<file path="src/hw/rtl/rmd_pkg.sv">
`timescale 1ns / 1ps
`default_nettype none
// ----------------------------------------------------------------------------
// rmd_pkg: shared types and constants for the record message deframer
// Event codes, parser phases and the command word that passes from the
// byte parser to the result serializer.
// ----------------------------------------------------------------------------
package rmd_pkg;

    // Header length in bytes: id, type, sender, receiver, record count
    localparam int HDR_LEN = 5;

    // Default depth of the parser-to-serializer command queue
    localparam int QUEUE_DEPTH = 4;

    // Result event codes
    typedef enum logic [2:0] {
        EV_HEADER = 3'd0,
        EV_DATA   = 3'd1,
        EV_EMPTY  = 3'd2,
        EV_DONE   = 3'd3,
        EV_SHORT  = 3'd4,
        EV_OVER   = 3'd5
    } ev_t;

    // Parser phase: header positions, then record length / data, then done
    typedef enum logic [2:0] {
        PH_HDR0 = 3'd0,
        PH_HDR1 = 3'd1,
        PH_HDR2 = 3'd2,
        PH_HDR3 = 3'd3,
        PH_HDR4 = 3'd4,
        PH_LEN  = 3'd5,
        PH_DATA = 3'd6,
        PH_DONE = 3'd7
    } phase_t;

    typedef logic [HDR_LEN-1:0][7:0] hdr_t;

    // One accepted byte's worth of results: one or two beats
    typedef struct packed {
        ev_t        ev0;
        ev_t        ev1;
        logic       two;
        logic [7:0] idx0;
        logic [7:0] idx1;
        logic [7:0] data;
        logic       rend;
        hdr_t       hdr;
    } cmd_t;

endpackage
`default_nettype wire

</file>
<file path="src/hw/rtl/record_message_deframer.sv">
`timescale 1ns / 1ps
`default_nettype none
// ----------------------------------------------------------------------------
// record_message_deframer: length-prefixed record message parser
// Reads a five-byte header and then length-prefixed records, one byte per
// beat, and reports header, data bytes, empty records, completion and
// truncation as result beats.
// ----------------------------------------------------------------------------
// The block takes one byte per clock while its command queue has room. The
// parser handles each byte in the cycle it is accepted and queues zero, one
// or two result beats; the serializer sends one result beat per clock while
// the receiver takes them, through an output register. A byte that produces
// two results (header plus done or overflow, empty record plus done or
// overflow, data byte plus overflow, last data byte plus done) occupies the
// output for both of its beats, so over long runs bytes follow back to back
// only while result beats do not outnumber bytes; beyond that the input is
// held back for each extra beat, with the QUEUE_DEPTH-entry queue absorbing
// short bursts. An accepted byte's first result beat passes through the
// command queue and then the output register. After a byte flagged as the
// buffer end the parser starts a fresh message on the next byte.
// ----------------------------------------------------------------------------
module record_message_deframer #(
    parameter int QUEUE_DEPTH = rmd_pkg::QUEUE_DEPTH
) (
    input  wire logic       aclk,
    input  wire logic       aresetn,
    input  wire logic       s_valid,
    output logic            s_ready,
    input  wire logic [7:0] s_in_byte,
    input  wire logic       s_buffer_end,
    output logic            m_valid,
    input  wire logic       m_ready,
    output logic [2:0]      m_event_res,
    output logic [7:0]      m_packet_id,
    output logic [7:0]      m_msg_type,
    output logic [7:0]      m_sender,
    output logic [7:0]      m_receiver,
    output logic [7:0]      m_record_count,
    output logic [7:0]      m_record_index,
    output logic [7:0]      m_data_byte,
    output logic            m_record_end,
    output logic            m_last
);

    rmd_pkg::cmd_t q_cmd, q_head;
    logic          q_push, q_full, q_pop, q_empty;

    // Parser
    rmd_front u_front (
        .aclk       (aclk),
        .aresetn    (aresetn),
        .in_valid   (s_valid),
        .in_ready   (s_ready),
        .in_byte    (s_in_byte),
        .buffer_end (s_buffer_end),
        .q_full     (q_full),
        .q_push     (q_push),
        .q_cmd      (q_cmd)
    );

    // Command queue
    rmd_queue #(
        .DEPTH (QUEUE_DEPTH)
    ) u_queue (
        .aclk     (aclk),
        .aresetn  (aresetn),
        .push     (q_push),
        .push_cmd (q_cmd),
        .full     (q_full),
        .pop      (q_pop),
        .head     (q_head),
        .empty    (q_empty)
    );

    // Result serializer
    rmd_back u_back (
        .aclk           (aclk),
        .aresetn        (aresetn),
        .head           (q_head),
        .empty          (q_empty),
        .pop            (q_pop),
        .m_valid        (m_valid),
        .m_ready        (m_ready),
        .m_event_res    (m_event_res),
        .m_packet_id    (m_packet_id),
        .m_msg_type     (m_msg_type),
        .m_sender       (m_sender),
        .m_receiver     (m_receiver),
        .m_record_count (m_record_count),
        .m_record_index (m_record_index),
        .m_data_byte    (m_data_byte),
        .m_record_end   (m_record_end),
        .m_last         (m_last)
    );

endmodule
`default_nettype wire

</file>
<file path="src/hw/rtl/rmd_front.sv">
`timescale 1ns / 1ps
`default_nettype none
// ----------------------------------------------------------------------------
// rmd_front: byte parser
// Tracks header position, record count and bytes left in the current
// record, and turns each accepted byte into a command of zero, one or two
// result beats.
// ----------------------------------------------------------------------------
module rmd_front (
    input  wire logic       aclk,
    input  wire logic       aresetn,
    input  wire logic       in_valid,
    output logic            in_ready,
    input  wire logic [7:0] in_byte,
    input  wire logic       buffer_end,
    input  wire logic       q_full,
    output logic            q_push,
    output rmd_pkg::cmd_t   q_cmd
);

    rmd_pkg::phase_t phase_reg, phase_next;
    rmd_pkg::hdr_t   hdr_reg, hdr_next;
    logic [7:0]      rd_reg, rd_next;
    logic [7:0]      bl_reg, bl_next;

    logic            accept;
    logic            have0;
    logic            rend;
    logic [7:0]      rd_inc;

    assign in_ready = ~q_full;
    assign accept   = in_valid & ~q_full;
    assign rd_inc   = rd_reg + 8'd1;
    assign rend     = (bl_reg <= 8'd1);

    // Parse one byte
    always_comb begin
        phase_next = phase_reg;
        hdr_next   = hdr_reg;
        rd_next    = rd_reg;
        bl_next    = bl_reg;
        have0      = 1'b0;
        q_cmd      = '0;
        q_cmd.ev0  = rmd_pkg::EV_HEADER;
        q_cmd.ev1  = rmd_pkg::EV_HEADER;

        unique case (phase_reg)
            rmd_pkg::PH_HDR0, rmd_pkg::PH_HDR1,
            rmd_pkg::PH_HDR2, rmd_pkg::PH_HDR3: begin
                hdr_next[phase_reg[2:0]] = in_byte;
                phase_next = rmd_pkg::phase_t'(phase_reg + 3'd1);
                if (buffer_end) begin
                    have0      = 1'b1;
                    q_cmd.ev0  = rmd_pkg::EV_SHORT;
                    q_cmd.idx0 = rd_reg;
                end
            end
            rmd_pkg::PH_HDR4: begin
                hdr_next[rmd_pkg::HDR_LEN-1] = in_byte;
                rd_next    = 8'd0;
                have0      = 1'b1;
                q_cmd.ev0  = rmd_pkg::EV_HEADER;
                q_cmd.idx0 = 8'd0;
                if (in_byte == 8'd0) begin
                    phase_next = rmd_pkg::PH_DONE;
                    q_cmd.two  = 1'b1;
                    q_cmd.ev1  = rmd_pkg::EV_DONE;
                    q_cmd.idx1 = 8'd0;
                end else begin
                    phase_next = rmd_pkg::PH_LEN;
                end
            end
            rmd_pkg::PH_LEN: begin
                if (in_byte == 8'd0) begin
                    // empty record counts as finished at once
                    have0      = 1'b1;
                    q_cmd.ev0  = rmd_pkg::EV_EMPTY;
                    q_cmd.idx0 = rd_reg;
                    rd_next    = rd_inc;
                    if (rd_inc == hdr_reg[rmd_pkg::HDR_LEN-1]) begin
                        phase_next = rmd_pkg::PH_DONE;
                        q_cmd.two  = 1'b1;
                        q_cmd.ev1  = rmd_pkg::EV_DONE;
                        q_cmd.idx1 = rd_inc;
                    end
                end else begin
                    bl_next    = in_byte;
                    phase_next = rmd_pkg::PH_DATA;
                end
            end
            rmd_pkg::PH_DATA: begin
                have0      = 1'b1;
                q_cmd.ev0  = rmd_pkg::EV_DATA;
                q_cmd.idx0 = rd_reg;
                q_cmd.data = in_byte;
                q_cmd.rend = rend;
                bl_next    = rend ? 8'd0 : bl_reg - 8'd1;
                if (rend) begin
                    rd_next = rd_inc;
                    if (rd_inc == hdr_reg[rmd_pkg::HDR_LEN-1]) begin
                        phase_next = rmd_pkg::PH_DONE;
                        q_cmd.two  = 1'b1;
                        q_cmd.ev1  = rmd_pkg::EV_DONE;
                        q_cmd.idx1 = rd_inc;
                    end else begin
                        phase_next = rmd_pkg::PH_LEN;
                    end
                end
            end
            rmd_pkg::PH_DONE: begin
                // trailing bytes are dropped
            end
            default: begin
            end
        endcase

        q_cmd.hdr = hdr_next;

        // Buffer end: flag missing records, then start over
        if (buffer_end) begin
            if (phase_next == rmd_pkg::PH_LEN || phase_next == rmd_pkg::PH_DATA) begin
                if (have0) begin
                    q_cmd.two  = 1'b1;
                    q_cmd.ev1  = rmd_pkg::EV_OVER;
                    q_cmd.idx1 = rd_next;
                end else begin
                    have0      = 1'b1;
                    q_cmd.ev0  = rmd_pkg::EV_OVER;
                    q_cmd.idx0 = rd_next;
                end
            end
            phase_next = rmd_pkg::PH_HDR0;
            hdr_next   = '0;
            rd_next    = 8'd0;
            bl_next    = 8'd0;
        end
    end

    assign q_push = accept & have0;

    // Parser state
    always_ff @(posedge aclk) begin
        if (!aresetn) begin
            phase_reg <= rmd_pkg::PH_HDR0;
            hdr_reg   <= '0;
            rd_reg    <= 8'd0;
            bl_reg    <= 8'd0;
        end else if (accept) begin
            phase_reg <= phase_next;
            hdr_reg   <= hdr_next;
            rd_reg    <= rd_next;
            bl_reg    <= bl_next;
        end
    end

endmodule
`default_nettype wire

</file>
<file path="src/hw/rtl/rmd_queue.sv">
`timescale 1ns / 1ps
`default_nettype none
// ----------------------------------------------------------------------------
// rmd_queue: command queue
// Small register FIFO between parser and serializer; head is visible
// without a read cycle.
// ----------------------------------------------------------------------------
module rmd_queue #(
    parameter int DEPTH = rmd_pkg::QUEUE_DEPTH
) (
    input  wire logic          aclk,
    input  wire logic          aresetn,
    input  wire logic          push,
    input  wire rmd_pkg::cmd_t push_cmd,
    output logic               full,
    input  wire logic          pop,
    output rmd_pkg::cmd_t      head,
    output logic               empty
);

    localparam int PTR_W = (DEPTH > 1) ? $clog2(DEPTH) : 1;
    localparam int CNT_W = $clog2(DEPTH + 1);

    rmd_pkg::cmd_t     mem [DEPTH];
    logic [PTR_W-1:0]  wr_ptr_reg, rd_ptr_reg;
    logic [CNT_W-1:0]  cnt_reg;
    logic              do_push, do_pop;

    assign full    = (cnt_reg == CNT_W'(DEPTH));
    assign empty   = (cnt_reg == '0);
    assign do_push = push & ~full;
    assign do_pop  = pop & ~empty;
    assign head    = mem[rd_ptr_reg];

    // Storage
    always_ff @(posedge aclk) begin
        if (do_push) begin
            mem[wr_ptr_reg] <= push_cmd;
        end
    end

    // Pointers and fill count
    always_ff @(posedge aclk) begin
        if (!aresetn) begin
            wr_ptr_reg <= '0;
            rd_ptr_reg <= '0;
            cnt_reg    <= '0;
        end else begin
            if (do_push) begin
                wr_ptr_reg <= (wr_ptr_reg == PTR_W'(DEPTH - 1)) ? '0 : wr_ptr_reg + PTR_W'(1);
            end
            if (do_pop) begin
                rd_ptr_reg <= (rd_ptr_reg == PTR_W'(DEPTH - 1)) ? '0 : rd_ptr_reg + PTR_W'(1);
            end
            if (do_push && !do_pop) begin
                cnt_reg <= cnt_reg + CNT_W'(1);
            end else if (do_pop && !do_push) begin
                cnt_reg <= cnt_reg - CNT_W'(1);
            end
        end
    end

endmodule
`default_nettype wire

</file>
<file path="src/hw/rtl/rmd_back.sv">
`timescale 1ns / 1ps
`default_nettype none
// ----------------------------------------------------------------------------
// rmd_back: result serializer
// Splits each queued command into one or two result beats and holds them
// in the output register until taken.
// ----------------------------------------------------------------------------
module rmd_back (
    input  wire logic          aclk,
    input  wire logic          aresetn,
    input  wire rmd_pkg::cmd_t head,
    input  wire logic          empty,
    output logic               pop,
    output logic               m_valid,
    input  wire logic          m_ready,
    output logic [2:0]         m_event_res,
    output logic [7:0]         m_packet_id,
    output logic [7:0]         m_msg_type,
    output logic [7:0]         m_sender,
    output logic [7:0]         m_receiver,
    output logic [7:0]         m_record_count,
    output logic [7:0]         m_record_index,
    output logic [7:0]         m_data_byte,
    output logic               m_record_end,
    output logic               m_last
);

    logic         sec_reg;
    logic         valid_reg;
    logic         load;
    logic         final_beat;
    rmd_pkg::ev_t ev;

    logic [2:0]   ev_reg;
    logic [7:0]   id_reg, ty_reg, snd_reg, rcv_reg, cnt_reg;
    logic [7:0]   idx_reg, data_reg;
    logic         rend_reg, last_reg;

    assign load       = ~empty & (~valid_reg | m_ready);
    assign final_beat = sec_reg | ~head.two;
    assign pop        = load & final_beat;
    assign ev         = sec_reg ? head.ev1 : head.ev0;

    // Beat select and output valid
    always_ff @(posedge aclk) begin
        if (!aresetn) begin
            sec_reg   <= 1'b0;
            valid_reg <= 1'b0;
        end else begin
            if (load) begin
                sec_reg   <= ~final_beat;
                valid_reg <= 1'b1;
            end else if (m_ready) begin
                valid_reg <= 1'b0;
            end
        end
    end

    // Output payload
    always_ff @(posedge aclk) begin
        if (load) begin
            ev_reg   <= ev;
            id_reg   <= head.hdr[0];
            ty_reg   <= head.hdr[1];
            snd_reg  <= head.hdr[2];
            rcv_reg  <= head.hdr[3];
            cnt_reg  <= head.hdr[4];
            idx_reg  <= sec_reg ? head.idx1 : head.idx0;
            data_reg <= sec_reg ? 8'd0 : head.data;
            rend_reg <= sec_reg ? 1'b0 : head.rend;
            last_reg <= final_beat;
        end
    end

    assign m_valid        = valid_reg;
    assign m_event_res    = ev_reg;
    assign m_packet_id    = id_reg;
    assign m_msg_type     = ty_reg;
    assign m_sender       = snd_reg;
    assign m_receiver     = rcv_reg;
    assign m_record_count = cnt_reg;
    assign m_record_index = idx_reg;
    assign m_data_byte    = data_reg;
    assign m_record_end   = rend_reg;
    assign m_last         = last_reg;

endmodule
`default_nettype wire
</file>
<file path="config.mk">
export PLATFORM = sky130hd
export DESIGN_NAME = record_message_deframer
export DESIGN_NICKNAME = d
export VERILOG_FILES = /design/src/hw/rtl/rmd_pkg.sv /design/src/hw/rtl/record_message_deframer.sv /design/src/hw/rtl/rmd_front.sv /design/src/hw/rtl/rmd_queue.sv /design/src/hw/rtl/rmd_back.sv
export SDC_FILE = /design/constraint.sdc
export NUM_CORES = 1
export LEC_CHECK = 0
export BUFFER_PORTS_ARGS = -buffer_cell sky130_fd_sc_hd__buf_2
export CAP_MARGIN = 20
export CORE_UTILIZATION = 28
export CTS_CLUSTER_DIAMETER = 150
export DETAILED_ROUTE_END_ITERATION = 12
export GPL_TIMING_DRIVEN = 0
export HOLD_SLACK_MARGIN = 0.06
export PLACE_DENSITY = 0.48
export SYNTH_ARGS = -nofsm -noshare
export SYNTH_HDL_FRONTEND = slang
export SYNTH_SLANG_ARGS = --single-unit
</file>
<file path="constraint.sdc">
create_clock -name aclk -period 6.4 [get_ports aclk]
set_input_delay 1.28 -clock aclk [delete_from_list [all_inputs] [get_ports aclk]]
set_output_delay 1.28 -clock aclk [all_outputs]
set_load 0.01 [all_outputs]
</file>
==> flow_summary_export.csv <==
group,metric,value,unit
power_and_ir_drop,p_leak,6.56,nW
floorplanning,die_y,247,um
power_and_ir_drop,p_sw_share,27.1,%
power_and_ir_drop,power.total,7.50,mW
power_and_ir_drop,combPwrFrac,21.4,%
place,pre_cts_slack,1.61,ns
sta,fmax,232,MHz
global_route,grt_antenna_before_repair,2,
yosys,yosysWarnings,0,
clock_tree,htree_levels,2,
yosys,syn_inst,1001,
finish,drive_gt1_share,25.4,%
critical_path,cp_num_buf_inv,1,
routing,wire_per_inst,20.2,um
floorplanning,die_w,247,um
power_and_ir_drop,pwr-share-seq,46.0,%
sta,finalWorstSetupSlack,2.08,ns
global_route,gr-total-overflow,0,
finish,n_antenna_cell,0,
critical_path,worstPathMaxFanout,8,
power_and_ir_drop,peakVddDrop,0.203,mV
floorplanning,initial_core_util,28.4,%
yosys,synth-xor-area-share,1.04,%
clock_tree,cts_hold_buf,0,
global_route,track_usage,13.2,%
finish,largest_reg_flops,284,
critical_path,critPathKind,"flop to flop",
clock_tree,insertion_delay,0.57,ns
critical_path,regToRegSetupSlack,2.08,ns
floorplanning,row_count,89,
routing,wirelength,39300,um
yosys,yosys.area_share.simple,6.85,%
yosys,ys.flop_type,"edfxtp_1",
finish,fin_cells,1943,
critical_path,crit_family,"simple AND/OR/NAND/NOR gates",
critical_path,startpoint_type,"flop",
status,violations,"DRC",
clock_tree,cts.sinks,415,
finish,nets,1161,
critical_path,cpPeakStageDelay,0.59,ns
job,maxCapViolations,0,
place,gp_congestion,0.842,
yosys,synth_cell_types,62,
clock_tree,tritoncts,"yes",
yosys,async_flop_share,0,%
yosys,synth_edf_count,345,
critical_path,crit_required,6.90,ns
routing,ant_nets,0,
routing,drcViolationCount,6,
yosys,syn_area,16800,sq um
clock_tree,cts_buffer_depth,3,
routing,viasPerCell,4.68,
place,place_area,18300,sq um
clock_tree,cts_inserted_buffers,45,
clock_tree,cts_root_buf,"clkbuf_16",
hold_path,hold_path.class,"flop to flop",
floorplanning,dieArea,61000,sq um
finish,area_growth,17.5,%
yosys,synth_top_family_by_area,"multiplexers",
clock_tree,cts_resized,0,
yosys,synth_fa_ha_area_share,1.16,%
sta,finalSetupViolCount,0,
status,status,"finished, violations left",
sta,max_slew_margin,34.6,%
critical_path,cp_common_cell,"ha_1",
global_route,grt_pass1_wl,60100,um
floorplanning,io_pins,76,
power_and_ir_drop,internal_power,5.47,mW
yosys,synth.avg_cell_area,16.8,sq um
floorplanning,core-area,59100,sq um
global_route,grt_max_degree,46,
yosys,synthMuxAreaShare,13.2,%
yosys,seq_area_frac_synth,70.0,%
critical_path,critical_path.cell_chain,"ha_1 -> and3_4 -> nand3_2 -> xnor2_1 -> or4_4 -> o21ai_2 -> xor2_2 -> o2bb2ai_2 -> ha_1 -> inv_1 -> fa_1 -> xor2_1 -> or3_1 -> a21boi_0",
critical_path,end_kind,"flop",
sta,rsz0062_at_grt,"false",
sta,worstMarginPinSlew,0.981,ns
sta,finalHoldViolCount,0,
place,place_hpwl,25200,um
yosys,syn-num-nets,1029,
sta,post-route-period-util,67.4,%
power_and_ir_drop,powerDensity,380,nW/um^2
clock_tree,cts_setup_buffers,0,
finish,final_area,19700,sq um
yosys,ys_ff_latch,415,
yosys,synth_compound_area_share,5.95,%
place,placed_cells,1858,
global_route,grt_pass1_vias,9503,
power_and_ir_drop,power_switching,2.03,mW
sta,slew_violations,0,
critical_path,cp_slowest_cell,"or4_4",
routing,vias,9093,
routing,drt_iter0_markers,557,
sta,period_minus_slack,4.32,ns
sta,skew,0.0223,ns
place,io_buffer_count,74,
power_and_ir_drop,p_clk_share,32.6,%
critical_path,worstPathArrival,4.82,ns
routing,dr.pass1.iters,11,
clock_tree,cts.clk_slew.worst_paths,0.06,ns
-- Yosys cell counts, types with 5 or more instances --
| library cell | instances | area, sq um |
|---|---|---|
| nor3_1 | 15 | 75.1 |
| a22o_1 | 7 | 61.3 |
| o31ai_1 | 6 | 45.0 |
| or3_1 | 5 | 31.3 |
| edfxtp_1 | 345 | 10400 |
| nor2b_1 | 60 | 375 |
| buf_1 | 11 | 41.3 |
| nand2_1 | 49 | 184 |
| dfxtp_1 | 70 | 1400 |
| o21ai_0 | 29 | 145 |
| and2_1 | 16 | 100 |
| buf_2 | 6 | 30.0 |
| mux4_2 | 71 | 1600 |
| a22oi_1 | 37 | 278 |
| xnor2_1 | 11 | 96.3 |
| a221o_1 | 7 | 70.1 |
| nand3_1 | 6 | 30.0 |
| inv_1 | 14 | 52.6 |
| mux2i_1 | 5 | 50.1 |
| mux2_2 | 51 | 574 |
| and3_1 | 11 | 68.8 |
| a21oi_1 | 26 | 130 |
| nor2_1 | 29 | 109 |
| xor2_1 | 7 | 61.3 |
| a21boi_0 | 6 | 45.0 |
| clkbuf_1 | 37 | 139 |
| ha_1 | 14 | 175 |
-- power by group through the flow --
stage | combinational [mW] | clock, mW | sequential [mW]
after floorplan | 0.885 | 0 | 3.64
after global placement | 1.62 | 0 | 3.58
after detailed placement | 1.65 | 0 | 3.52
after CTS | 1.66 | 2.53 | 3.46
after global routing | 1.77 | 2.62 | 3.49
final | 1.60 | 2.45 | 3.45
-- per-layer routing --
metal / track usage (%) / vias up / wire length, um
met2: 21.1 / 161 / 18600
li1: - / 4199 / -
met3: 2.60 / 69 / 1620
met5: 0 / - / 23
met1: 17.6 / 4660 / 17900
met4: 5.52 / 4 / 1170
-- worst reg2reg max path, cell delays in order, from the launching register on --
cell       delay [ns]
dfxtp_1          0.49
ha_1             0.35
and3_4           0.26
nand3_2          0.15
xnor2_1          0.17
or4_4            0.59
o21ai_2          0.25
xor2_2           0.32
o2bb2ai_2        0.31
ha_1             0.29
inv_1            0.07
fa_1             0.37
xor2_1           0.18
or3_1            0.31
a21boi_0         0.16
-- area by class of cell --
type                       instances  area, sq um
fill                            5695        39400
sequential                       415        11800
multi-input combinational        514         4760
clock buffer                      62         1240
tap                              773          967
timing repair buffer              85          581
buffer                            58          238
clock inverter                    22          135
inverter                          14         52.6
-- cell families after synthesis --
| family | Yosys count |
|---|---|
| DFF | 415 |
| AOI/OAI and AO/OA | 143 |
| and+or+nand+nor | 210 |
| adders and majority gates | 15 |
| xor gates and xnor gates | 19 |
| buffers and inverters | 72 |
| muxes | 127 |
-- stage by stage --
step           TNS (ns)  utilization [%]  hold WS [ns]
5_1_grt               0             33.4         0.568
4_1_cts               0             33.4         0.507
6_report              0             33.4         0.510
2_1_floorplan         0                -         0.476
3_3_place_gp    -297.46             30.7         0.475
3_5_place_dp          0             31.0         0.505
-- path summary, 6_finish.rpt --
kind,startpoint,depth (start not counted),endpoint
max,u_front.rd_reg[1],14,u_queue.cnt_reg[2]
min,u_queue.rd_ptr_reg[0],2,flop
max reg2reg,u_front.rd_reg[1],14,u_queue.cnt_reg[2]
min reg2reg,u_queue.rd_ptr_reg[0],2,flop
-- cells in the final DEF, fill, tap and decap left out, drive strengths merged, types with 8 or more instances in the layout --
master and instances:
edfxtp 345, buf 105, clkbuf 100, mux4 71, dfxtp 70, nor2b 60, mux2 51, nand2 49
a22oi 38, nor2 30, o21ai 30, a21oi 26, clkinv 18, inv 16, and2 16, nor3 15
ha 14, and3 12, xnor2 11, xor2 8
Note: power is estimated with default switching activity, not from simulation.
